File: src/sv/gtsd_pkg.sv
// Shared constants, types and tables of the GPS time string decoder.
`default_nettype none

package gtsd_pkg;

  // Frame geometry.
  localparam int unsigned FRAME_LEN = 55;
  localparam int unsigned PosW      = $clog2(FRAME_LEN + 1);
  localparam int unsigned AddrW     = $clog2(FRAME_LEN);

  // Widths of result fields, parsed time fields and intermediate sums.
  localparam int unsigned DropW  = 16;
  localparam int unsigned EpochW = 31;
  localparam int unsigned DaysW  = 15;
  localparam int unsigned TodW   = 17;
  localparam int unsigned FldW   = 14;

  // Special bytes.
  localparam logic [7:0] START_BYTE = 8'h24;
  localparam logic [7:0] END_BYTE   = 8'h0a;
  localparam logic [7:0] LOCK_BYTE  = 8'h31;
  localparam logic [7:0] DIGIT_LO   = 8'h30;
  localparam logic [7:0] DIGIT_HI   = 8'h39;

  // Positions of the time fields inside a frame.
  localparam int unsigned POS_HOUR = 10;
  localparam int unsigned POS_MIN  = 12;
  localparam int unsigned POS_SEC  = 14;
  localparam int unsigned POS_DAY  = 17;
  localparam int unsigned POS_MON  = 20;
  localparam int unsigned POS_YEAR = 23;
  localparam int unsigned POS_LOCK = 28;

  // Calendar limits.
  localparam logic [FldW-1:0] YEAR_MIN   = 14'd1997;
  localparam logic [FldW-1:0] YEAR_MAX   = 14'd2037;
  localparam logic [FldW-1:0] EPOCH_YEAR = 14'd1970;
  localparam logic [EpochW-1:0] EPOCH_MAX = 31'd2145916799;

  typedef enum logic [2:0] {
    ST_OK        = 3'd0,
    ST_BAD_HOUR  = 3'd1,
    ST_BAD_MIN   = 3'd2,
    ST_BAD_SEC   = 3'd3,
    ST_BAD_DAY   = 3'd4,
    ST_BAD_MONTH = 3'd5,
    ST_BAD_YEAR  = 3'd6
  } status_e;

  // Request from the framer to the decoder when a frame closes.
  typedef struct packed {
    logic             start;
    logic [DropW-1:0] dropped;
  } close_req_t;

  // Finished result offered by the decoder.
  typedef struct packed {
    logic              valid;
    status_e           status;
    logic [EpochW-1:0] epoch;
    logic              locked;
    logic [DropW-1:0]  dropped;
  } fix_res_t;

  // Days in the year before the first of a month (1..12).
  function automatic logic [8:0] days_before_month(input logic [3:0] mo);
    logic [8:0] d;
    d = 9'd0;
    case (mo)
      4'd2:    d = 9'd31;
      4'd3:    d = 9'd59;
      4'd4:    d = 9'd90;
      4'd5:    d = 9'd120;
      4'd6:    d = 9'd151;
      4'd7:    d = 9'd181;
      4'd8:    d = 9'd212;
      4'd9:    d = 9'd243;
      4'd10:   d = 9'd273;
      4'd11:   d = 9'd304;
      4'd12:   d = 9'd334;
      default: d = 9'd0;
    endcase
    return d;
  endfunction

endpackage

`default_nettype wire

File: src/sv/gtsd_rx_if.sv
// Byte channel into the decoder.
`default_nettype none

interface gtsd_rx_if;
  logic       valid;
  logic       ready;
  logic [7:0] rx_byte;

  modport source (output valid, output rx_byte, input ready);
  modport sink (input valid, input rx_byte, output ready);
endinterface

`default_nettype wire

File: src/sv/gtsd_res_if.sv
// Result channel out of the decoder.
`default_nettype none

interface gtsd_res_if;
  logic        valid;
  logic        ready;
  logic [2:0]  status;
  logic [30:0] epoch_seconds;
  logic        gps_locked;
  logic [15:0] dropped_bytes;

  modport source (output valid, output status, output epoch_seconds,
                  output gps_locked, output dropped_bytes, input ready);
  modport sink (input valid, input status, input epoch_seconds,
                input gps_locked, input dropped_bytes, output ready);
endinterface

`default_nettype wire

File: src/sv/gtsd_framer.sv
// Frame builder: byte position, dropped count and the frame memory.
`default_nettype none

module gtsd_framer import gtsd_pkg::*; (
  input  logic             clk_i,
  input  logic             rst_ni,
  input  logic             accept_i,
  input  logic [7:0]       rx_byte_i,
  input  logic [AddrW-1:0] rd_addr_i,
  output logic [7:0]       rd_data_o,
  output close_req_t       start_o
);

  logic [7:0]       mem_q [FRAME_LEN];
  logic [7:0]       rd_data_q;
  logic [PosW-1:0]  pos_q, pos_d;
  logic [DropW-1:0] drop_q, drop_d;
  logic [PosW-1:0]  add_amt;
  logic             add_en;
  logic             wr_en;
  logic             close;
  logic             is_start;
  logic             is_end;
  logic [DropW:0]   drop_sum;

  assign is_start = (rx_byte_i == START_BYTE);
  assign is_end   = (rx_byte_i == END_BYTE);

  // Framing decision for an accepted byte.
  always_comb begin
    pos_d   = pos_q;
    add_amt = '0;
    add_en  = 1'b0;
    wr_en   = 1'b0;
    close   = 1'b0;
    if (accept_i) begin
      if (pos_q == '0 && !is_start) begin
        add_en  = 1'b1;
        add_amt = PosW'(1);
      end else if (pos_q != '0 && is_start) begin
        add_en  = 1'b1;
        add_amt = pos_q;
        pos_d   = PosW'(1);
      end else if (pos_q >= PosW'(FRAME_LEN)) begin
        if (is_end) begin
          close = 1'b1;
          pos_d = '0;
        end else begin
          add_en  = 1'b1;
          add_amt = pos_q;
          pos_d   = PosW'(1);
        end
      end else begin
        wr_en = 1'b1;
        pos_d = pos_q + PosW'(1);
      end
    end
  end

  // Saturating dropped count, cleared when its value leaves with a frame.
  assign drop_sum = {1'b0, drop_q} + (DropW + 1)'(add_amt);

  always_comb begin
    drop_d = drop_q;
    if (close) begin
      drop_d = '0;
    end else if (add_en) begin
      drop_d = drop_sum[DropW] ? '1 : drop_sum[DropW-1:0];
    end
  end

  always_ff @(posedge clk_i or negedge rst_ni) begin
    if (!rst_ni) begin
      pos_q  <= '0;
      drop_q <= '0;
    end else begin
      pos_q  <= pos_d;
      drop_q <= drop_d;
    end
  end

  // Frame memory: one write port, one registered read port.
  always_ff @(posedge clk_i) begin
    if (wr_en) begin
      mem_q[pos_q[AddrW-1:0]] <= rx_byte_i;
    end
    rd_data_q <= mem_q[rd_addr_i];
  end

  assign rd_data_o       = rd_data_q;
  assign start_o.start   = close;
  assign start_o.dropped = drop_q;

endmodule

`default_nettype wire

File: src/sv/gtsd_decoder.sv
// Frame decoder: reads the time fields from memory, checks them, builds epoch seconds.
`default_nettype none

module gtsd_decoder import gtsd_pkg::*; (
  input  logic             clk_i,
  input  logic             rst_ni,
  input  close_req_t       start_i,
  output logic             busy_o,
  output logic [AddrW-1:0] rd_addr_o,
  input  logic [7:0]       rd_data_i,
  output fix_res_t         res_o,
  input  logic             ack_i
);

  typedef enum logic [3:0] {
    S_IDLE,
    S_READ,
    S_DRAIN,
    S_CHECK,
    S_YEARS,
    S_MONTHS,
    S_SCALE,
    S_SUM,
    S_DONE
  } state_e;

  typedef enum logic [2:0] {
    FLD_HOUR  = 3'd0,
    FLD_MIN   = 3'd1,
    FLD_SEC   = 3'd2,
    FLD_DAY   = 3'd3,
    FLD_MONTH = 3'd4,
    FLD_YEAR  = 3'd5
  } fld_e;

  localparam int unsigned NumFld = 6;

  state_e            state_q, state_d;
  logic [AddrW-1:0]  addr_q, addr_d;
  logic              dat_vld_q;
  logic [AddrW-1:0]  dat_addr_q;

  logic [FldW-1:0]   fld_val_q [NumFld];
  logic              fld_bad_q [NumFld];
  logic              lock_q;
  status_e           status_q, status_d;
  logic [DaysW-1:0]  days_q;
  logic [EpochW-1:0] prod_q;
  logic [TodW-1:0]   tod_q;
  logic [EpochW-1:0] epoch_q;
  logic              locked_q;
  logic [DropW-1:0]  drop_q;

  logic              fld_hit;
  logic              fld_first;
  fld_e              fld_idx;
  logic              lock_hit;
  logic              is_dig;
  logic [3:0]        dig_val;
  logic [FldW+3:0]   acc_sum;
  logic [FldW-1:0]   v_hr, v_mn, v_sc, v_da, v_mo, v_yr;
  logic [FldW-1:0]   yr_off, yr_q4;
  logic              leap;
  logic              ok;

  assign v_hr = fld_val_q[FLD_HOUR];
  assign v_mn = fld_val_q[FLD_MIN];
  assign v_sc = fld_val_q[FLD_SEC];
  assign v_da = fld_val_q[FLD_DAY];
  assign v_mo = fld_val_q[FLD_MONTH];
  assign v_yr = fld_val_q[FLD_YEAR];

  // Map the address of returning read data onto its field.
  always_comb begin
    fld_hit   = 1'b0;
    fld_first = 1'b0;
    fld_idx   = FLD_HOUR;
    lock_hit  = 1'b0;
    unique case (dat_addr_q) inside
      AddrW'(POS_HOUR):     begin fld_hit = 1'b1; fld_first = 1'b1; fld_idx = FLD_HOUR; end
      AddrW'(POS_HOUR + 1): begin fld_hit = 1'b1; fld_idx = FLD_HOUR; end
      AddrW'(POS_MIN):      begin fld_hit = 1'b1; fld_first = 1'b1; fld_idx = FLD_MIN; end
      AddrW'(POS_MIN + 1):  begin fld_hit = 1'b1; fld_idx = FLD_MIN; end
      AddrW'(POS_SEC):      begin fld_hit = 1'b1; fld_first = 1'b1; fld_idx = FLD_SEC; end
      AddrW'(POS_SEC + 1):  begin fld_hit = 1'b1; fld_idx = FLD_SEC; end
      AddrW'(POS_DAY):      begin fld_hit = 1'b1; fld_first = 1'b1; fld_idx = FLD_DAY; end
      AddrW'(POS_DAY + 1):  begin fld_hit = 1'b1; fld_idx = FLD_DAY; end
      AddrW'(POS_MON):      begin fld_hit = 1'b1; fld_first = 1'b1; fld_idx = FLD_MONTH; end
      AddrW'(POS_MON + 1):  begin fld_hit = 1'b1; fld_idx = FLD_MONTH; end
      AddrW'(POS_YEAR):     begin fld_hit = 1'b1; fld_first = 1'b1; fld_idx = FLD_YEAR; end
      [AddrW'(POS_YEAR + 1):AddrW'(POS_YEAR + 3)]: begin
        fld_hit = 1'b1;
        fld_idx = FLD_YEAR;
      end
      AddrW'(POS_LOCK):     lock_hit = 1'b1;
      default: ;
    endcase
  end

  // One decimal digit per cycle into the selected field.
  assign is_dig  = (rd_data_i >= DIGIT_LO) && (rd_data_i <= DIGIT_HI);
  assign dig_val = rd_data_i[3:0];
  assign acc_sum = (FldW + 4)'(fld_val_q[fld_idx]) * (FldW + 4)'(10)
                 + (FldW + 4)'(dig_val);

  // Range checks in field order; the first failure wins.
  always_comb begin
    if (fld_bad_q[FLD_HOUR] || v_hr > 14'd23) begin
      status_d = ST_BAD_HOUR;
    end else if (fld_bad_q[FLD_MIN] || v_mn > 14'd59) begin
      status_d = ST_BAD_MIN;
    end else if (fld_bad_q[FLD_SEC] || v_sc > 14'd59) begin
      status_d = ST_BAD_SEC;
    end else if (fld_bad_q[FLD_DAY] || v_da < 14'd1 || v_da > 14'd31) begin
      status_d = ST_BAD_DAY;
    end else if (fld_bad_q[FLD_MONTH] || v_mo < 14'd1 || v_mo > 14'd12) begin
      status_d = ST_BAD_MONTH;
    end else if (fld_bad_q[FLD_YEAR] || v_yr < YEAR_MIN || v_yr > YEAR_MAX) begin
      status_d = ST_BAD_YEAR;
    end else begin
      status_d = ST_OK;
    end
  end

  // Leap days before the year count 1972 onward: (year - 1969) / 4.
  assign ok     = (status_q == ST_OK);
  assign yr_off = v_yr - EPOCH_YEAR;
  assign yr_q4  = (v_yr - EPOCH_YEAR + 14'd1) >> 2;
  assign leap   = (v_mo > 14'd2) && (v_yr[1:0] == 2'b00);

  // Sequencer: read addresses, then the arithmetic steps.
  always_comb begin
    state_d = state_q;
    addr_d  = addr_q;
    unique case (state_q)
      S_IDLE: begin
        if (start_i.start) begin
          state_d = S_READ;
          addr_d  = AddrW'(POS_HOUR);
        end
      end
      S_READ: begin
        addr_d = addr_q + AddrW'(1);
        if (addr_q == AddrW'(POS_LOCK)) begin
          state_d = S_DRAIN;
        end
      end
      S_DRAIN:  state_d = S_CHECK;
      S_CHECK:  state_d = S_YEARS;
      S_YEARS:  state_d = S_MONTHS;
      S_MONTHS: state_d = S_SCALE;
      S_SCALE:  state_d = S_SUM;
      S_SUM:    state_d = S_DONE;
      S_DONE: begin
        if (ack_i) begin
          state_d = S_IDLE;
        end
      end
      default:  state_d = S_IDLE;
    endcase
  end

  always_ff @(posedge clk_i or negedge rst_ni) begin
    if (!rst_ni) begin
      state_q    <= S_IDLE;
      addr_q     <= '0;
      dat_vld_q  <= 1'b0;
      dat_addr_q <= '0;
    end else begin
      state_q    <= state_d;
      addr_q     <= addr_d;
      dat_vld_q  <= (state_q == S_READ);
      dat_addr_q <= addr_q;
    end
  end

  // Datapath registers.
  always_ff @(posedge clk_i) begin
    if (state_q == S_IDLE && start_i.start) begin
      drop_q <= start_i.dropped;
    end
    if (dat_vld_q && fld_hit) begin
      fld_val_q[fld_idx] <= fld_first ? FldW'(dig_val) : acc_sum[FldW-1:0];
      fld_bad_q[fld_idx] <= fld_first ? !is_dig : (fld_bad_q[fld_idx] || !is_dig);
    end
    if (dat_vld_q && lock_hit) begin
      lock_q <= (rd_data_i == LOCK_BYTE);
    end
    if (state_q == S_CHECK) begin
      status_q <= status_d;
    end
    if (state_q == S_YEARS) begin
      days_q <= DaysW'(yr_off[6:0]) * DaysW'(365) + DaysW'(yr_q4[4:0]);
    end
    if (state_q == S_MONTHS) begin
      days_q <= days_q + DaysW'(days_before_month(v_mo[3:0]))
              + DaysW'(v_da[4:0]) - DaysW'(1) + DaysW'(leap);
    end
    if (state_q == S_SCALE) begin
      prod_q <= EpochW'(days_q) * EpochW'(86400);
      tod_q  <= TodW'(v_hr[4:0]) * TodW'(3600) + TodW'(v_mn[5:0]) * TodW'(60)
              + TodW'(v_sc[5:0]);
    end
    if (state_q == S_SUM) begin
      epoch_q  <= ok ? (prod_q + EpochW'(tod_q)) : '0;
      locked_q <= ok && lock_q;
    end
  end

  assign busy_o        = (state_q != S_IDLE);
  assign rd_addr_o     = addr_q;
  assign res_o.valid   = (state_q == S_DONE);
  assign res_o.status  = status_q;
  assign res_o.epoch   = epoch_q;
  assign res_o.locked  = locked_q;
  assign res_o.dropped = drop_q;

endmodule

`default_nettype wire

File: src/sv/gps_time_string_decoder.sv
// Top level of the GPS time string decoder: framer, decoder and output register.
//
// Channels: rx_i takes one received byte per request (valid/ready); res_o
// gives one result per closed frame: status, epoch seconds, lock flag and
// the count of bytes dropped since the previous result.
// An ordinary byte is taken while the decoder is idle: it updates the
// frame position and dropped count and is written into the frame memory.
// The line feed that closes a frame starts the decoder, which reads the
// nineteen frame bytes from the hour field up to the lock byte through
// the memory's single registered read port, one per cycle; after a drain
// state it runs the range checks and the epoch arithmetic in its check,
// years, months, scale and sum states. rx_i is held off until the result
// is loaded into the output register.
// The output register lets the next frame's bytes enter while a result
// waits. If the receiver stalls and a second frame closes, the finished
// result waits in the decoder and rx_i stays low until it moves on.
// Reset clears the frame position, the dropped count and all valid state;
// the frame memory is not cleared, since every byte decoded is written
// first.
`default_nettype none

module gps_time_string_decoder import gtsd_pkg::*; (
  input  logic        clk_i,
  input  logic        rst_ni,
  gtsd_rx_if.sink     rx_i,
  gtsd_res_if.source  res_o
);

  logic             accept;
  logic             busy;
  logic [AddrW-1:0] rd_addr;
  logic [7:0]       rd_data;
  close_req_t       start;
  fix_res_t         fix_res;
  logic             load;

  logic              out_vld_q;
  logic [2:0]        status_q;
  logic [EpochW-1:0] epoch_q;
  logic              locked_q;
  logic [DropW-1:0]  drop_q;

  assign rx_i.ready = !busy;
  assign accept     = rx_i.valid && !busy;

  gtsd_framer u_framer (
    .clk_i     (clk_i),
    .rst_ni    (rst_ni),
    .accept_i  (accept),
    .rx_byte_i (rx_i.rx_byte),
    .rd_addr_i (rd_addr),
    .rd_data_o (rd_data),
    .start_o   (start)
  );

  gtsd_decoder u_decoder (
    .clk_i     (clk_i),
    .rst_ni    (rst_ni),
    .start_i   (start),
    .busy_o    (busy),
    .rd_addr_o (rd_addr),
    .rd_data_i (rd_data),
    .res_o     (fix_res),
    .ack_i     (load)
  );

  // Output register: loads when empty or being emptied.
  assign load = fix_res.valid && (!out_vld_q || res_o.ready);

  always_ff @(posedge clk_i or negedge rst_ni) begin
    if (!rst_ni) begin
      out_vld_q <= 1'b0;
    end else if (load) begin
      out_vld_q <= 1'b1;
    end else if (res_o.ready) begin
      out_vld_q <= 1'b0;
    end
  end

  always_ff @(posedge clk_i) begin
    if (load) begin
      status_q <= fix_res.status;
      epoch_q  <= fix_res.epoch;
      locked_q <= fix_res.locked;
      drop_q   <= fix_res.dropped;
    end
  end

  assign res_o.valid         = out_vld_q;
  assign res_o.status        = status_q;
  assign res_o.epoch_seconds = epoch_q;
  assign res_o.gps_locked    = locked_q;
  assign res_o.dropped_bytes = drop_q;

  // A closing line feed puts the decoder to work in the next cycle.
  assert property (@(posedge clk_i) disable iff (!rst_ni)
    start.start |=> busy)
    else $error("decoder did not start after frame close");

  // A failed decode carries neither time nor lock.
  assert property (@(posedge clk_i) disable iff (!rst_ni)
    (res_o.valid && res_o.status != ST_OK) |->
      (res_o.epoch_seconds == '0 && !res_o.gps_locked))
    else $error("failed decode carries time or lock");

  // Status codes stay within the defined set and good times in range.
  assert property (@(posedge clk_i) disable iff (!rst_ni)
    res_o.valid |-> (res_o.status <= ST_BAD_YEAR && res_o.epoch_seconds <= EPOCH_MAX))
    else $error("result status or epoch out of range");

endmodule

`default_nettype wire
File: src/flat_wrapper.sv
// flat-port wrapper written by rule: the top's interface ports become plain ports
module gps_time_string_decoder_flat import gtsd_pkg::*;
  (clk_i, rst_ni, rx_i_valid, rx_i_rx_byte, rx_i_ready, res_o_valid, res_o_status, res_o_epoch_seconds, res_o_gps_locked, res_o_dropped_bytes, res_o_ready);
  gtsd_rx_if rx_i_i ();
  gtsd_res_if res_o_i ();
  input  logic clk_i;
  input  logic rst_ni;
  input wire logic [$bits(rx_i_i.valid)-1:0] rx_i_valid;
  input wire logic [$bits(rx_i_i.rx_byte)-1:0] rx_i_rx_byte;
  output wire logic [$bits(rx_i_i.ready)-1:0] rx_i_ready;
  output wire logic [$bits(res_o_i.valid)-1:0] res_o_valid;
  output wire logic [$bits(res_o_i.status)-1:0] res_o_status;
  output wire logic [$bits(res_o_i.epoch_seconds)-1:0] res_o_epoch_seconds;
  output wire logic [$bits(res_o_i.gps_locked)-1:0] res_o_gps_locked;
  output wire logic [$bits(res_o_i.dropped_bytes)-1:0] res_o_dropped_bytes;
  input wire logic [$bits(res_o_i.ready)-1:0] res_o_ready;
  assign rx_i_i.valid = rx_i_valid;
  assign rx_i_i.rx_byte = rx_i_rx_byte;
  assign rx_i_ready = rx_i_i.ready;
  assign res_o_valid = res_o_i.valid;
  assign res_o_status = res_o_i.status;
  assign res_o_epoch_seconds = res_o_i.epoch_seconds;
  assign res_o_gps_locked = res_o_i.gps_locked;
  assign res_o_dropped_bytes = res_o_i.dropped_bytes;
  assign res_o_i.ready = res_o_ready;
  gps_time_string_decoder u_core (.clk_i(clk_i), .rst_ni(rst_ni), .rx_i(rx_i_i), .res_o(res_o_i));
endmodule
File: config.mk
export PLATFORM = sky130hd
export DESIGN_NAME = gps_time_string_decoder_flat
export DESIGN_NICKNAME = d
export VERILOG_FILES = /design/src/sv/gtsd_pkg.sv /design/src/sv/gtsd_rx_if.sv /design/src/sv/gtsd_res_if.sv /design/src/sv/gtsd_framer.sv /design/src/sv/gtsd_decoder.sv /design/src/sv/gps_time_string_decoder.sv /design/src/flat_wrapper.sv
export SDC_FILE = /design/constraint.sdc
export NUM_CORES = 1
export LEC_CHECK = 0
export BUFFER_PORTS_ARGS = -buffer_cell sky130_fd_sc_hd__buf_2
export CAP_MARGIN = 40
export CORE_AREA = 8 8 352 320
export CTS_CLUSTER_SIZE = 30
export DETAILED_ROUTE_END_ITERATION = 8
export DIE_AREA = 0 0 360 328
export SLEW_MARGIN = 0
export SYNTH_ARGS = -nofsm -noshare
export SYNTH_HDL_FRONTEND = slang
export SYNTH_HIERARCHICAL = 1
export SYNTH_SLANG_ARGS = --single-unit
File: constraint.sdc
create_clock -name clk_i -period 6.9 [get_ports clk_i]
set_input_delay 0.345 -clock clk_i [delete_from_list [all_inputs] [get_ports clk_i]]
set_output_delay 0.345 -clock clk_i [all_outputs]
set_load 0.05 [all_outputs]
[Yosys cells after proc, flatten, opt, wreduce, memory -nomap -nowiden]
Memories as Yosys holds them, arrays and structs flattened. A register that Yosys moved wholly into a read port is not among the register bits.
Index checks and enable logic that the tools add are counted.
Storage, ports and cells
  bits in registers: 199
  latch bits: 0
  memory bits (writable): 530
  memory bits (read-only): 144
  input port bits: 12
  output and inout port bits: 53
  word-level logic and storage cells: 184
  memories kept: 4
Cells by class
  add/sub/neg operators: 14
  multiply operators: 5
  divide/modulo/power cells: 0
  $lt $le $gt $ge: 15
  eq/ne operators: 27
  shift operators: 0
  multiplexer cells: 51
  bitwise operators: 1
  reduce and logical (&&, ||, !) cells: 47
Memory list
  u_core.u_framer.mem_q: words 55, width 8, read ports 1, clocked after memory_dff 1, wr ports 1, line gtsd_framer.sv:14  | logic [7:0] mem_q [FRAME_LEN];
  (no name shown): words 16, width 9, read ports 1, clocked after memory_dff 0, wr ports 0, line gtsd_pkg.sv:69  | case (mo)
  u_core.u_decoder.fld_val_q: words 6, width 14, read ports 7, clocked after memory_dff 0, wr ports 1, line gtsd_decoder.sv:43  | logic [FldW-1:0] fld_val_q [NumFld];
  u_core.u_decoder.fld_bad_q: words 6, width 1, read ports 7, clocked after memory_dff 0, wr ports 1, line gtsd_decoder.sv:44  | logic fld_bad_q [NumFld];
Operators with widths (number)
  two-way mux 16 bit: 3
  two-way mux 6 bit: 8
  equality test 6 x 5 -> 1 bit (second input constant): 7
  equality test 6 x 4 -> 1 bit (second input constant): 6
  case mux 4 bit (9 select lines): 1
  adder 31 x 17 -> 31 bit: 1
  adder 15 x 5 -> 15 bit: 2
  two-way mux 15 bit: 2
  > comparator 14 x 5 -> 1 bit (second input constant): 2
  > comparator 14 x 6 -> 1 bit (second input constant): 2
  < comparator 14 x 1 -> 1 bit (second input constant): 2
  two-way mux 1 bit: 25
  multiplier 15 x 10 -> 24 bit (second input constant): 1
  adder 16 x 6 -> 17 bit: 1
  adder 17 x 12 -> 17 bit: 1
  adder 17 x 6 -> 17 bit: 1
  equality test 4 x 3 -> 1 bit (second input constant): 4
  equality test 8 x 6 -> 1 bit (second input constant): 2
  adder 15 x 1 -> 15 bit: 1
  adder 15 x 9 -> 15 bit: 1
  multiplier 7 x 9 -> 15 bit (second input constant): 1
  case mux 3 bit (5 select lines): 1
  subtractor 15 x 1 -> 15 bit (second input constant): 1
  adder 14 x 4 -> 14 bit: 1
  other kinds (44): 83

[Longest topological paths before layout]
Gate-level depths: netlist (run 1).
  depth in word-level cells: 10
  depth in mapped cells: 23
  depth with buffers taken out: 22

[Cells and area by module]
The synthesis (run 1) kept the hierarchy.
Modules (own cells, without submodules)
  gtsd_framer: instances 1, cells an instance 980, area an instance 18715.4 sq um, sequential area each 13923.4 sq um
  gtsd_decoder: instances 1, cells an instance 1540, area an instance 16625.9 sq um, sequential area each 6371.1 sq um
  gps_time_string_decoder: instances 1, cells an instance 57, area an instance 1585.3 sq um, sequential area each 1556.5 sq um

[Least setup slack after synthesis (run 1)]
OpenSTA, ideal clock, no wires.
  kind: reg-to-reg
  start point: memory u_core.u_decoder.fld_val_q[5][1]
  end point: register u_core.u_decoder.days_q[13] (data pin)
  setup time: 264 ps
  data arrival time: 4726 ps
  data required time: 6636 ps
  setup slack: 1910 ps
  cell stages (with the launch flop): 23
  path buffers: 1
  clock period less this slack: 4990 ps
  path through: edfxtp_1 -> clkbuf_1 -> inv_1 -> ha_1 -> xnor2_1 -> inv_1 -> ha_1 -> and3_1 -> nand2_1 -> xnor2_1 -> ha_1 -> ha_1 -> inv_1 -> fa_1 -> inv_1 -> ha_1 -> a21oi_1 -> o21bai_1 -> a2111oi_0 -> o31ai_1 -> a31oi_1 -> mux2i_1 -> a211oi_1
RTL lines
  from (decl): line gtsd_decoder.sv:43
  to (signal assigned): line gtsd_decoder.sv:193  | days_q <= DaysW'(yr_off[6:0]) * DaysW'(365) + DaysW'(yr_q4[4:0]);
  to (signal assigned): line gtsd_decoder.sv:196  | days_q <= days_q + DaysW'(days_before_month(v_mo[3:0]))
  to (decl): line gtsd_decoder.sv:47  | logic [DaysW-1:0] days_q;

[Final worst setup path (run 1)]
  start point: register u_core.u_decoder.dat_addr_q[1]
  end point: memory u_core.u_decoder.fld_val_q[4][13] (data pin)
On the way
  longest elaborated chain between the ends: 8
  elaborated cells between the ends (all ways): 25
  classes of those cells: add/sub (1); mul (1); order compare (2); eq/ne (10); mux (3); reduce/logical (7); memory (1)
Ends and longest elaborated chain
  from (decl): line gtsd_decoder.sv:41  | logic [AddrW-1:0] dat_addr_q;
  from (signal assigned): line gtsd_decoder.sv:173  | dat_addr_q <= addr_q;
  greater-or-equal comparator 6 x 5 -> 1 bit (no line) / <= comparator 6 x 5 -> 1 bit (equally long branches)
  logical AND 1 bit (no line)
  OR reduction 2 bit (no line)
  case mux 3 bit (5 select lines): line gtsd_decoder.sv:79  | unique case (dat_addr_q) inside
  memory read (6 x 14 bit)
  multiplier 14 x 3 -> 13 bit: line gtsd_decoder.sv:103  | assign acc_sum = (FldW + 4)'(fld_val_q[fld_idx]) * (FldW + 4)'(10)
  adder 14 x 4 -> 14 bit: line gtsd_decoder.sv:104  | + (FldW + 4)'(dig_val);
  two-way mux 14 bit *: line gtsd_decoder.sv:183  | fld_val_q[fld_idx] <= fld_first ? FldW'(dig_val) : acc_sum[FldW-1:0];
Every way passes the cells marked *; elsewhere a longest branch is shown, timed or not.

==> results of run 1 <==
-- worst max path at each step --
stage,cells after the start,slack (ps),end
global route,15,610,u_core/u_decoder/fld_val_q[4][13]
floorplan,22,1910,u_core/u_decoder/days_q[13]
detailed placement,15,1080,u_core/u_decoder/fld_val_q[0][13]
global placement,15,1260,u_core/u_decoder/fld_val_q[0][13]
finish,15,970,u_core/u_decoder/fld_val_q[4][13]
CTS,15,1070,u_core/u_decoder/fld_val_q[4][13]
-- cell usage after synthesis, drive strengths merged, types with 14 or more instances --
library cell,count,area share [%]
nor2b,17,0.29
nor3,28,0.38
a21oi,99,1.4
nor4,23,0.39
o21ai,66,0.89
o211ai,23,0.48
xor2,45,1.1
nand2,92,0.96
a21o,30,0.61
ha,257,8.7
fa,70,3.8
nand3,46,0.64
mux4,104,6.3
inv,241,2.4
xnor2,70,1.7
dfrtp,40,2.7
edfxtp,689,56
and3,20,0.37
and2,25,0.42
o221ai,17,0.42
a31oi,14,0.24
nor2,181,1.8
buf,36,0.50
clkbuf,45,0.46
o22ai,30,0.51
nand4,14,0.24
a31o,14,0.33
a211oi,22,0.51
nand2b,16,0.27
mux2i,37,1.0
-- sequential cells by signal, indices dropped and copies added (netlist names), 8 cells and up --
| name | count |
|---|---|
| u_core/res_o.dropped_bytes | 16 |
| u_core/res_o.epoch_seconds | 31 |
| u_core/u_decoder/days_q | 15 |
| u_core/u_decoder/drop_q | 16 |
| u_core/u_decoder/epoch_q | 31 |
| u_core/u_decoder/fld_val_q | 84 |
| u_core/u_decoder/prod_q | 24 |
| u_core/u_decoder/tod_q | 17 |
| u_core/u_framer/drop_q | 16 |
| u_core/u_framer/mem_q | 440 |
| u_core/u_framer/rd_data_o | 8 |
-- timing repair --
action                    CTS  global route
buffers inserted            0             0
hold endpoints to repair   40             0
hold buffers                1             0
-- kinds of logic after synthesis --
| family | synth area share (%) |
|---|---|
| flops | 59.2 |
| mux | 7.59 |
| xor+xnor | 2.73 |
| buf+inv | 3.41 |
| fa+ha+maj | 12.5 |
| simple gates | 6.89 |
| compound gates | 7.71 |
-- final cells by class --
cell class                 instances  area share [%]
clock inverter                    40            1.03
timing repair buffer             105            1.66
tap                             1392            4.19
clock buffer                     102            5.03
multi-input combinational       1518            33.3
sequential                       737            52.6
inverter                         241            2.18
-- power by group --
group	switching, mW	internal (mW)
clock	1.78	2.33
combinational	0.0966	0.0187
sequential	0.00967	4.88
-- per-layer routing --
layer / vias to the layer above / wire length (um) / share of wire, %
li1: 9942 / - / -
met1: 10500 / 36400 / 46
met2: 568 / 35800 / 45
met3: 126 / 4660 / 5.9
met4: 0 / 1920 / 2.4
met5: - / 0 / 0
-- worst register-to-register path: stages, from the launching register on --
cell       delay [ps]
dfrtp_1           550
nor4bb_1          390
a31oi_1           160
a21oi_4           770
nor2b_2           160
a2111oi_0         850
ha_1              410
fa_1              480
a211oi_1          250
nor2_1            100
o31a_1            270
a21oi_1           230
and3_1            260
nand4_1           140
a31o_2            280
mux2i_1           380
-- stage by stage --
stage | std cells | utilization [%]
floorplan | 2577 | -
global placement | 3982 | 36.5
detailed placement | 3991 | 36.6
CTS | 4134 | 39.0
global route | 4135 | 39.0
finish | 4135 | 39.0
-- cells in the final DEF, fill, tap and decap left out, drive strengths merged, types with 16 or more instances in the layout --
cell and count:
clkinv 28, a21oi 99, clkbuf 102, a21o 30, mux4 104, a211oi 22
nand2b 16, o21ai 66, fa 70, edfxtp 689, ha 257, and2 25
dfrtp 40, nor2 181, buf 104, o221ai 17, nor4 23, and3 20
mux2i 37, nand3 46, nor2b 17, o22ai 30, nor3 28, xor2 45
o211ai 23, xnor2 70, nand2 92, inv 247
==> summary.md, run 1 <==
| Metric | Value |
|---|---|
| H-tree depth | `3` |
| Detailed Route Iter0 Violations | `1723` |
| Die area | `0.118 mm^2` |
| Worst Reg-to-Reg Cells | `15` |
| Post-Place Worst Slack | `1080 ps` |
| Max Fclk | `169 MHz` |
| Port Buffers | `64` |
| Tmin final | `5930 ps` |
| Root buf cell | `clkbuf_16` |
| Critical R2R Launch | `u_core/u_decoder/dat_addr_q[1]` |
| Post-Synthesis Cells | `2577` |
| Core area | `0.107 mm^2` |
| CP peak stage delay | `850 ps` |
| Clock skew | `31.7 ps` |
| Row cnt | `114` |
| GRT Max-Usage Layer | `met2` |
| Reg area | `0.0219 mm^2` |
| FF-to-FF End | `u_core/u_decoder/fld_val_q[4][13]` |
| DR vias/cell | `5.11` |
| Post-synth top flop | `edfxtp_1` |
| WS Path Type | `reg -> reg` |
| Starting density of the core | `34.7%` |
| Vias in the first global route | `20700` |
| Hold path depth | `3` |
| CTS Buf Count | `77` |
| Crit path max fanout | `26` |
| Max clock buf depth | `3` |
| Worst slew margin | `38.5%` |
| Final Worst Setup Slack | `966 ps` |
| Maximum VDD drop | `0.000236 V` |
| Nets | `3019` |
| Origin of the worst setup path | `u_core/u_decoder/dat_addr_q[1]` |
| Largest net degree at the start of global routing | `58` |
| Area occupied by multi-input gates | `0.0138 mm^2` |
| Max-cap violations | `0` |
| Area delta synth->final | `12.5%` |
| Syn. warnings | `6` |
| Leakage | `15.4 nW` |
| Library cells used by synthesis | `89` |
| Placed cell area | `0.0390 mm^2` |
| TritonCTS clock tree | `done` |
| Worst Tran Pin Value | `919 ps` |
| Routing usage on met3 | `2.56%` |
| RSZ-0062 raised after global routing | `false` |
| Met2 Track Usage GR | `20.8%` |
| Outcome | `complete, no violations` |
| Seq/Total Area, Yosys | `59.2%` |
| GP Congestion | `0.861` |
| Slew Limit Fails | `0` |
| Met1 Track Usage GR | `18.3%` |
| IO Count | `65` |
| Hold Fails Final Rpt | `0` |
| Syn Area/Cell | `14.3 um^2` |
| Worst path cell trace | `nor4bb_1 -> a31oi_1 -> a21oi_4 -> nor2b_2 -> a2111oi_0 -> ha_1 -> fa_1 -> a211oi_1 -> nor2_1 -> o31a_1 -> a21oi_1 -> and3_1 -> nand4_1 -> a31o_2 -> mux2i_1` |
| Drt first pass iters | `8` |
| Clk_lat worst skew | `650 ps` |
| DR vias | `21100` |
| CP Data Required Time | `7290 ps` |
| Synth Cell Area | `0.0369 mm^2` |
| Type of the worst min-delay path | `in -> reg` |
| Cts repair resizes | `0` |
| Drt total wl | `78800 um` |
| First-pass GRT wire length | `122000 um` |
| Buf+Inv Stages, Crit Path | `0` |
| Avg WL per Cell | `19.1 um` |
| Worst setup SP type | `register` |
| Critical path capture point type | `register` |
| ANT cells | `0` |
| Post-Syn Nets | `2916` |
| HPWL Detailed | `54500 um` |
| Final ANT Viol Nets | `0` |
| Setup violators final | `0` |
| Die Height | `328 um` |
| Sink Count | `737` |
| Synthesized flop and latch total | `737` |
| Pwr Density | `219 mW/mm^2` |
| Hold Path Origin | `res_o_ready` |
| Final period utilization | `86.0%` |
| # fillers | `9860` |
| Die width | `360 um` |
| Post-synth EDFFs | `689` |
| Power, Total | `9.11 mW` |
| DRC viols | `0` |
| WHS | `118 ps` |
| R2r setup slk | `970 ps` |
| WP data arrival | `6320 ps` |
| Synth async-reset ratio | `5.43%` |
| Reg clk slew, reported paths | `60 ps` |
| Worst path slowest cell | `a2111oi_0` |
| CP delay by family, top | `compound AO/OA/AOI/OAI gates` |
| Total grt overflow | `0` |
| Final Cell Area | `0.0416 mm^2` |
| Initial antenna violation count | `1` |
| Worst hold path endpoint | `u_core/res_o.valid` |
| Total negative setup slack | `0 ps` |
| Share of cells above drive strength 1 | `13.6%` |
| All-layer global routing usage | `13.1%` |
No activity file was read; power rests on OpenSTA's default activity.
==> run 2, diff against run 1 <==
==> constraint.sdc (replaced) <==
create_clock -name clk_i -period 6.9 [get_ports clk_i]
set_input_delay 1.38 -clock clk_i [delete_from_list [all_inputs] [get_ports clk_i]]
set_output_delay 1.38 -clock clk_i [all_outputs]
set_load 0.05 [all_outputs]
==> summary.md, run 2 (same netlist as run 1, synthesis figures left out) <==
| Metric | Value |
|---|---|
| Clock skew | `53.0 ps (+21.4 ps)` |
| Avg WL per Cell | `19.2 um (+0.94%)` |
| Initial antenna violation count | `0 (-1)` |
| Worst hold path endpoint | `u_core/res_o.epoch_seconds[15]` |
| Pwr Density | `217 mW/mm^2 (-1.1%)` |
| DR vias/cell | `5.08 (-0.64%)` |
| Leakage | `15.4 nW (about the same)` |
| Die width | `360 um (unchanged)` |
| HPWL Detailed | `55800 um (+2.4%)` |
| FF-to-FF End | `u_core/u_decoder/fld_val_q[3][13]` |
| Sink Count | `737 (unchanged)` |
| Total grt overflow | `0 (unchanged)` |
| First-pass GRT wire length | `124000 um (+0.91%)` |
| Slew Limit Fails | `0 (unchanged)` |
| Commonest cells after routing, fill and taps aside | `689 x edfxtp_1, 257 x ha_1, 240 x inv_1` |
| H-tree depth | `3 (unchanged)` |
| DRC viols | `0 (unchanged)` |
| Worst Reg-to-Reg Cells | `15 (unchanged)` |
| WHS | `399 ps (+281 ps)` |
| Max-cap violations | `0 (unchanged)` |
| Max Fclk | `173 MHz (+2.5%)` |
| Number of setup buffers added after CTS | `0 (unchanged)` |
| Critical path capture point type | `register` |
| Clk_lat worst skew | `640 ps (about the same)` |
| Die area | `0.118 mm^2 (unchanged)` |
| Largest net degree at the start of global routing | `78 (+34%)` |
| Vias in the first global route | `20900 (+0.75%)` |
| Starting density of the core | `34.7% (unchanged)` |
| # fillers | `9842 (-0.18%)` |
| Area delta synth->final | `12.5% (about the same)` |
| RSZ-0062 raised after global routing | `false` |
| Maximum VDD drop | `0.000213 V (-9.6%)` |
| Final period utilization | `83.9% (-2.1 points)` |
| Core area | `0.107 mm^2 (unchanged)` |
| Tmin final | `5790 ps (-147 ps)` |
| All-layer global routing usage | `13.2% (+0.089 points)` |
| CP Data Required Time | `7290 ps (about the same)` |
| Critical R2R Launch | `u_core/u_decoder/dat_addr_q[2]` |
| R2r setup slk | `1110 ps (+150 ps)` |
| Hold Path Origin | `u_core/u_decoder/epoch_q[15]` |
| Setup violators final | `0 (unchanged)` |
| Worst slew margin | `31.7% (-6.8 points)` |
| Crit path max fanout | `26 (unchanged)` |
| Nets | `3026 (+0.23%)` |
| WS Path Type | `reg -> reg` |
| Hold-fix buffers, CTS | `0 (-1)` |
| Final ANT Viol Nets | `0 (unchanged)` |
| Hold path depth | `0 (-3)` |
| WP data arrival | `6180 ps (-140 ps)` |
| Root buf cell | `clkbuf_16` |
| ANT cells | `0 (unchanged)` |
| DR vias | `21000 (-0.57%)` |
| Worst setup SP type | `register` |
| Drt total wl | `79600 um (+1.0%)` |
| TritonCTS clock tree | `done` |
| Total negative setup slack | `0 ps (unchanged)` |
| Port Buffers | `64 (unchanged)` |
| IO Count | `65 (unchanged)` |
| GP Congestion | `0.878 (+2.0%)` |
| Detailed Route Iter0 Violations | `1582 (-8.2%)` |
| Drt first pass iters | `5 (-3)` |
| Most common cell after layout, fill and taps aside | `edfxtp_1` |
| Cts repair resizes | `0 (unchanged)` |
| Max clock buf depth | `3 (unchanged)` |
| Hold Fails Final Rpt | `0 (unchanged)` |
| Worst Tran Pin Value | `999 ps (+80.0 ps)` |
| Share of cells above drive strength 1 | `13.7% (+0.094 points)` |
| Row cnt | `114 (unchanged)` |
| CTS Buf Count | `76 (-1.3%)` |
| Die Height | `328 um (unchanged)` |
| Type of the worst min-delay path | `reg -> reg` |
| Max FFs per register | `440 (unchanged)` |
| Reg clk slew, reported paths | `60 ps (about the same)` |
| Outcome | `complete, no violations` |
-- run 2: changes by cell type in the layout (fill, tap and decap cells not counted), moves of 2 or more --
cell / delta
clkbuf_16: -2
clkinv_2: -3
clkbuf_1: -3
buf_4: +8
clkbuf_8: -3
inv_6: +3
clkinv_1: +4
clkinv_16: +2
-- run 2: through the flow --
stage | std cells | utilization [%] | worst slack, ps | power, mW | instance area, um^2
finish | 4138 | 39.0 | 1110 | 9.01 | 41500
global route | 4138 | 39.0 | 635 | 9.30 | 41500
CTS | 4136 | 39.0 | 1110 | 9.13 | 41500
detailed placement | 3999 | 36.7 | 1100 | 5.10 | 39100
global placement | 3981 | 36.5 | 1250 | 5.09 | 38900
floorplan | 2577 | - | 1910 | 5.01 | 36900
-- run 2: area by class of cell --
class	instances	area, um^2	share of cell area (%)
clock buffer	94	1990	4.79
clock inverter	43	470	1.13
inverter	241	905	2.18
multi-input combinational	1518	13800	33.3
sequential	737	21900	52.6
tap	1392	1740	4.19
timing repair buffer	113	746	1.79
-- run 2: worst max path at each step --
| stage | from | to | slack [ps] | cells past startpoint |
|---|---|---|---|---|
| 2_1_floorplan | u_core/u_decoder/fld_val_q[5][1] | u_core/u_decoder/days_q[13] | 1910 | 22 |
| 3_3_place_gp | u_core/u_decoder/dat_addr_q[1] | u_core/u_decoder/fld_val_q[0][13] | 1250 | 15 |
| 3_5_place_dp | u_core/u_decoder/dat_addr_q[2] | u_core/u_decoder/fld_val_q[0][13] | 1100 | 15 |
| 4_1_cts | u_core/u_decoder/dat_addr_q[2] | u_core/u_decoder/fld_val_q[0][13] | 1110 | 15 |
| 5_1_grt | u_core/u_decoder/dat_addr_q[2] | u_core/u_decoder/fld_val_q[2][13] | 630 | 15 |
| 6_report | u_core/u_decoder/dat_addr_q[2] | u_core/u_decoder/fld_val_q[3][13] | 1110 | 15 |
-- run 2: layer usage --
metal	GRT usage, %	part of all wire, %
met1	18.1	46
met2	21.4	46
met3	2.68	5.9
met4	3.36	2.1
met5	0	0
-- run 2: where the power goes --
part	switching, mW	internal [mW]	total, mW
combinational	0.0973	0.0195	0.117
sequential	0.00972	4.88	4.89
clock	1.77	2.24	4.01
-- run 2: worst max-delay path: stages, from the launching register on --
cell and delay, ps:
dfrtp_1 580, nor4bb_1 320, a31oi_1 130, a21oi_4 720, a211oi_1 190, a2111oi_0 780, ha_1 400, fa_1 490
a211oi_1 260, nor2_1 110, o31a_1 260, a21oi_1 220, and3_1 260, nand4_1 130, a31o_2 270, mux2i_1 380
==> run 3, diff against run 2 <==
==> constraint.sdc (replaced) <==
create_clock -name clk_i -period 6 [get_ports clk_i]
set_input_delay 1.2 -clock clk_i [delete_from_list [all_inputs] [get_ports clk_i]]
set_output_delay 1.2 -clock clk_i [all_outputs]
set_load 0.05 [all_outputs]
==> summary.md, run 3 (same netlist as run 1, synthesis figures left out) <==
| Metric | Value |
|---|---|
| Die width | `360 um (unchanged)` |
| Row cnt | `114 (unchanged)` |
| Core area | `0.107 mm^2 (unchanged)` |
| Share of cells above drive strength 1 | `13.9% (+0.23 points)` |
| Reg area | `0.0219 mm^2 (unchanged)` |
| # fillers | `9811 (-0.31%)` |
| Maximum VDD drop | `0.000281 V (+32%)` |
| Inst Count DP | `4001 (+0.050%)` |
| Critical path capture point type | `register` |
| Type of the worst min-delay path | `reg -> reg` |
| Max Fclk | `182 MHz (+5.4%)` |
| Die area | `0.118 mm^2 (unchanged)` |
| Vias in the first global route | `21000 (+0.66%)` |
| Drt first pass iters | `5 (unchanged)` |
| Max clock buf depth | `3 (unchanged)` |
| Max-cap violations | `0 (unchanged)` |
| Total grt overflow | `0 (unchanged)` |
| Post-route insts no fill | `4143 (+0.12%)` |
| Final Core Density | `39.2% (+0.20 points)` |
| WHS | `395 ps (-4.21 ps)` |
| Max FFs per register | `440 (unchanged)` |
| First-pass GRT wire length | `123000 um (-0.60%)` |
| Initial antenna violation count | `2 (+2)` |
| Hold Fails Final Rpt | `0 (unchanged)` |
| Sink Count | `737 (unchanged)` |
| GP Congestion | `0.826 (-5.9%)` |
| Worst Tran Pin Value | `924 ps (-74.3 ps)` |
| Worst setup SP type | `register` |
| Crit path max fanout | `12 (-54%)` |
| RSZ-0062 raised after global routing | `false` |
| Area delta synth->final | `13.1%` |
| Root buf cell | `clkbuf_16` |
| Final period utilization | `91.5% (+7.6 points)` |
| Area occupied by multi-input gates | `0.0138 mm^2 (about the same)` |
| DRC viols | `0 (unchanged)` |
| All-layer global routing usage | `13.1% (-0.068 points)` |
| Starting density of the core | `34.7% (unchanged)` |
| Final ANT Viol Nets | `0 (unchanged)` |
| CTS Buf Count | `76 (unchanged)` |
| Slew Limit Fails | `0 (unchanged)` |
| Total negative setup slack | `0 ps (unchanged)` |
| H-tree depth | `3 (unchanged)` |
| HPWL Detailed | `55200 um (-1.1%)` |
| TritonCTS clock tree | `done` |
| Detailed Route Iter0 Violations | `1601 (+1.2%)` |
| Most common cell after layout, fill and taps aside | `edfxtp_1` |
| Setup violators final | `0 (unchanged)` |
| Clock skew | `47.5 ps (-5.58 ps)` |
| Cts repair resizes | `0 (unchanged)` |
| Drt total wl | `78800 um (-0.99%)` |
| WP data arrival | `5870 ps (-310 ps)` |
| Largest net degree at the start of global routing | `64 (-18%)` |
| ANT cells | `0 (unchanged)` |
| Outcome | `complete, no violations` |
| Reg clk slew, reported paths | `60 ps (about the same)` |
| Worst slew margin | `36.8% (+5.1 points)` |
| Hold-fix buffers, CTS | `0 (unchanged)` |
| Port Buffers | `64 (unchanged)` |
| Die Height | `328 um (unchanged)` |
| DR vias/cell | `5.08 (about the same)` |
| Number of setup buffers added after CTS | `0 (unchanged)` |
| CP Data Required Time | `6380 ps (-910 ps)` |
| Avg WL per Cell | `19.0 um (-1.1%)` |
| Clk_lat worst skew | `650 ps (about the same)` |
| WS Path Type | `reg -> reg` |
| DR vias | `21000 (+0.081%)` |
| Power, Total | `10.7 mW (+19%)` |
| IO Count | `65 (unchanged)` |
| Tmin final | `5490 ps (-297 ps)` |
| Commonest cells after routing, fill and taps aside | `689 x edfxtp_1, 257 x ha_1, 240 x inv_1` |
| Pwr Density | `257 mW/mm^2 (+18%)` |
| Leakage | `15.5 nW (+0.56%)` |
| Nets | `3027 (+0.033%)` |
==> run 3: cell types whose count changed in the layout (fill, tap and decap cells not counted), moves of 2 or more <==
| cell | delta |
|---|---|
| inv_6 | -3 |
| clkbuf_8 | -2 |
| clkinv_16 | -2 |
| bufinv_16 | +9 |
| buf_16 | -2 |
| clkinvlp_4 | +3 |
| clkbuf_1 | -2 |
| buf_12 | +2 |
| buf_4 | +3 |
==> run 3: power by group <==
group | internal, mW | switching [mW] | leakage [nW] | total [mW]
clock | 2.96 | 2.02 | 1.28 | 4.98
combinational | 0.0225 | 0.111 | 7.52 | 0.134
sequential | 5.61 | 0.0109 | 6.71 | 5.62
==> run 3: area by class of cell <==
| class | instances | area share, % |
|---|---|---|
| Clock buffer | 91 | 4.74 |
| Clock inverter | 50 | 1.66 |
| Inverter | 241 | 2.17 |
| Multi-Input combinational cell | 1518 | 33.1 |
| Sequential cell | 737 | 52.4 |
| Tap cell | 1392 | 4.17 |
| Timing Repair Buffer | 114 | 1.78 |
==> run 3: per-stage QoR <==
stage                     cell area (um^2)  setup WS [ps]
after floorplan                      36900           1010
after global placement               38900            617
after detailed placement             39100            508
after CTS                            41700            453
after global routing                 41800           29.3
final                                41800            509
==> run 3: worst paths after layout <==
path	start	to	slack (ps)	cells past startpoint
min in group asynchronous	rst_ni	u_core/u_framer/drop_q[11]	460	1
hold reg to reg	u_core/u_decoder/epoch_q[14]	u_core/res_o.epoch_seconds[14]	400	0
hold / removal	u_core/u_decoder/epoch_q[14]	u_core/res_o.epoch_seconds[14]	400	0
setup / recovery	u_core/u_decoder/dat_addr_q[2]	u_core/u_decoder/fld_val_q[1][13]	510	16
setup reg to reg	u_core/u_decoder/dat_addr_q[2]	u_core/u_decoder/fld_val_q[1][13]	510	16
max in group asynchronous	rst_ni	u_core/res_o.valid	5040	2
==> run 3: metal layers <==
layer / wire (um) / global-route usage (%)
met5: 0 / 0
met4: 1950 / 3.70
met3: 4370 / 2.62
met2: 36100 / 21.1
met1: 36300 / 18.0
==> run 3: worst max-delay path, cell delays in order, from the launching register on <==
cell,delay (ps)
dfrtp_1,560
nor3b_1,350
nand3_1,430
nand2_1,260
or2_2,190
a211oi_1,60
a2111oi_0,800
ha_1,300
ha_1,210
fa_1,470
nand2_1,100
and3b_1,200
and3_1,220
and3_1,220
a31o_2,260
a31o_2,220
mux2i_1,380
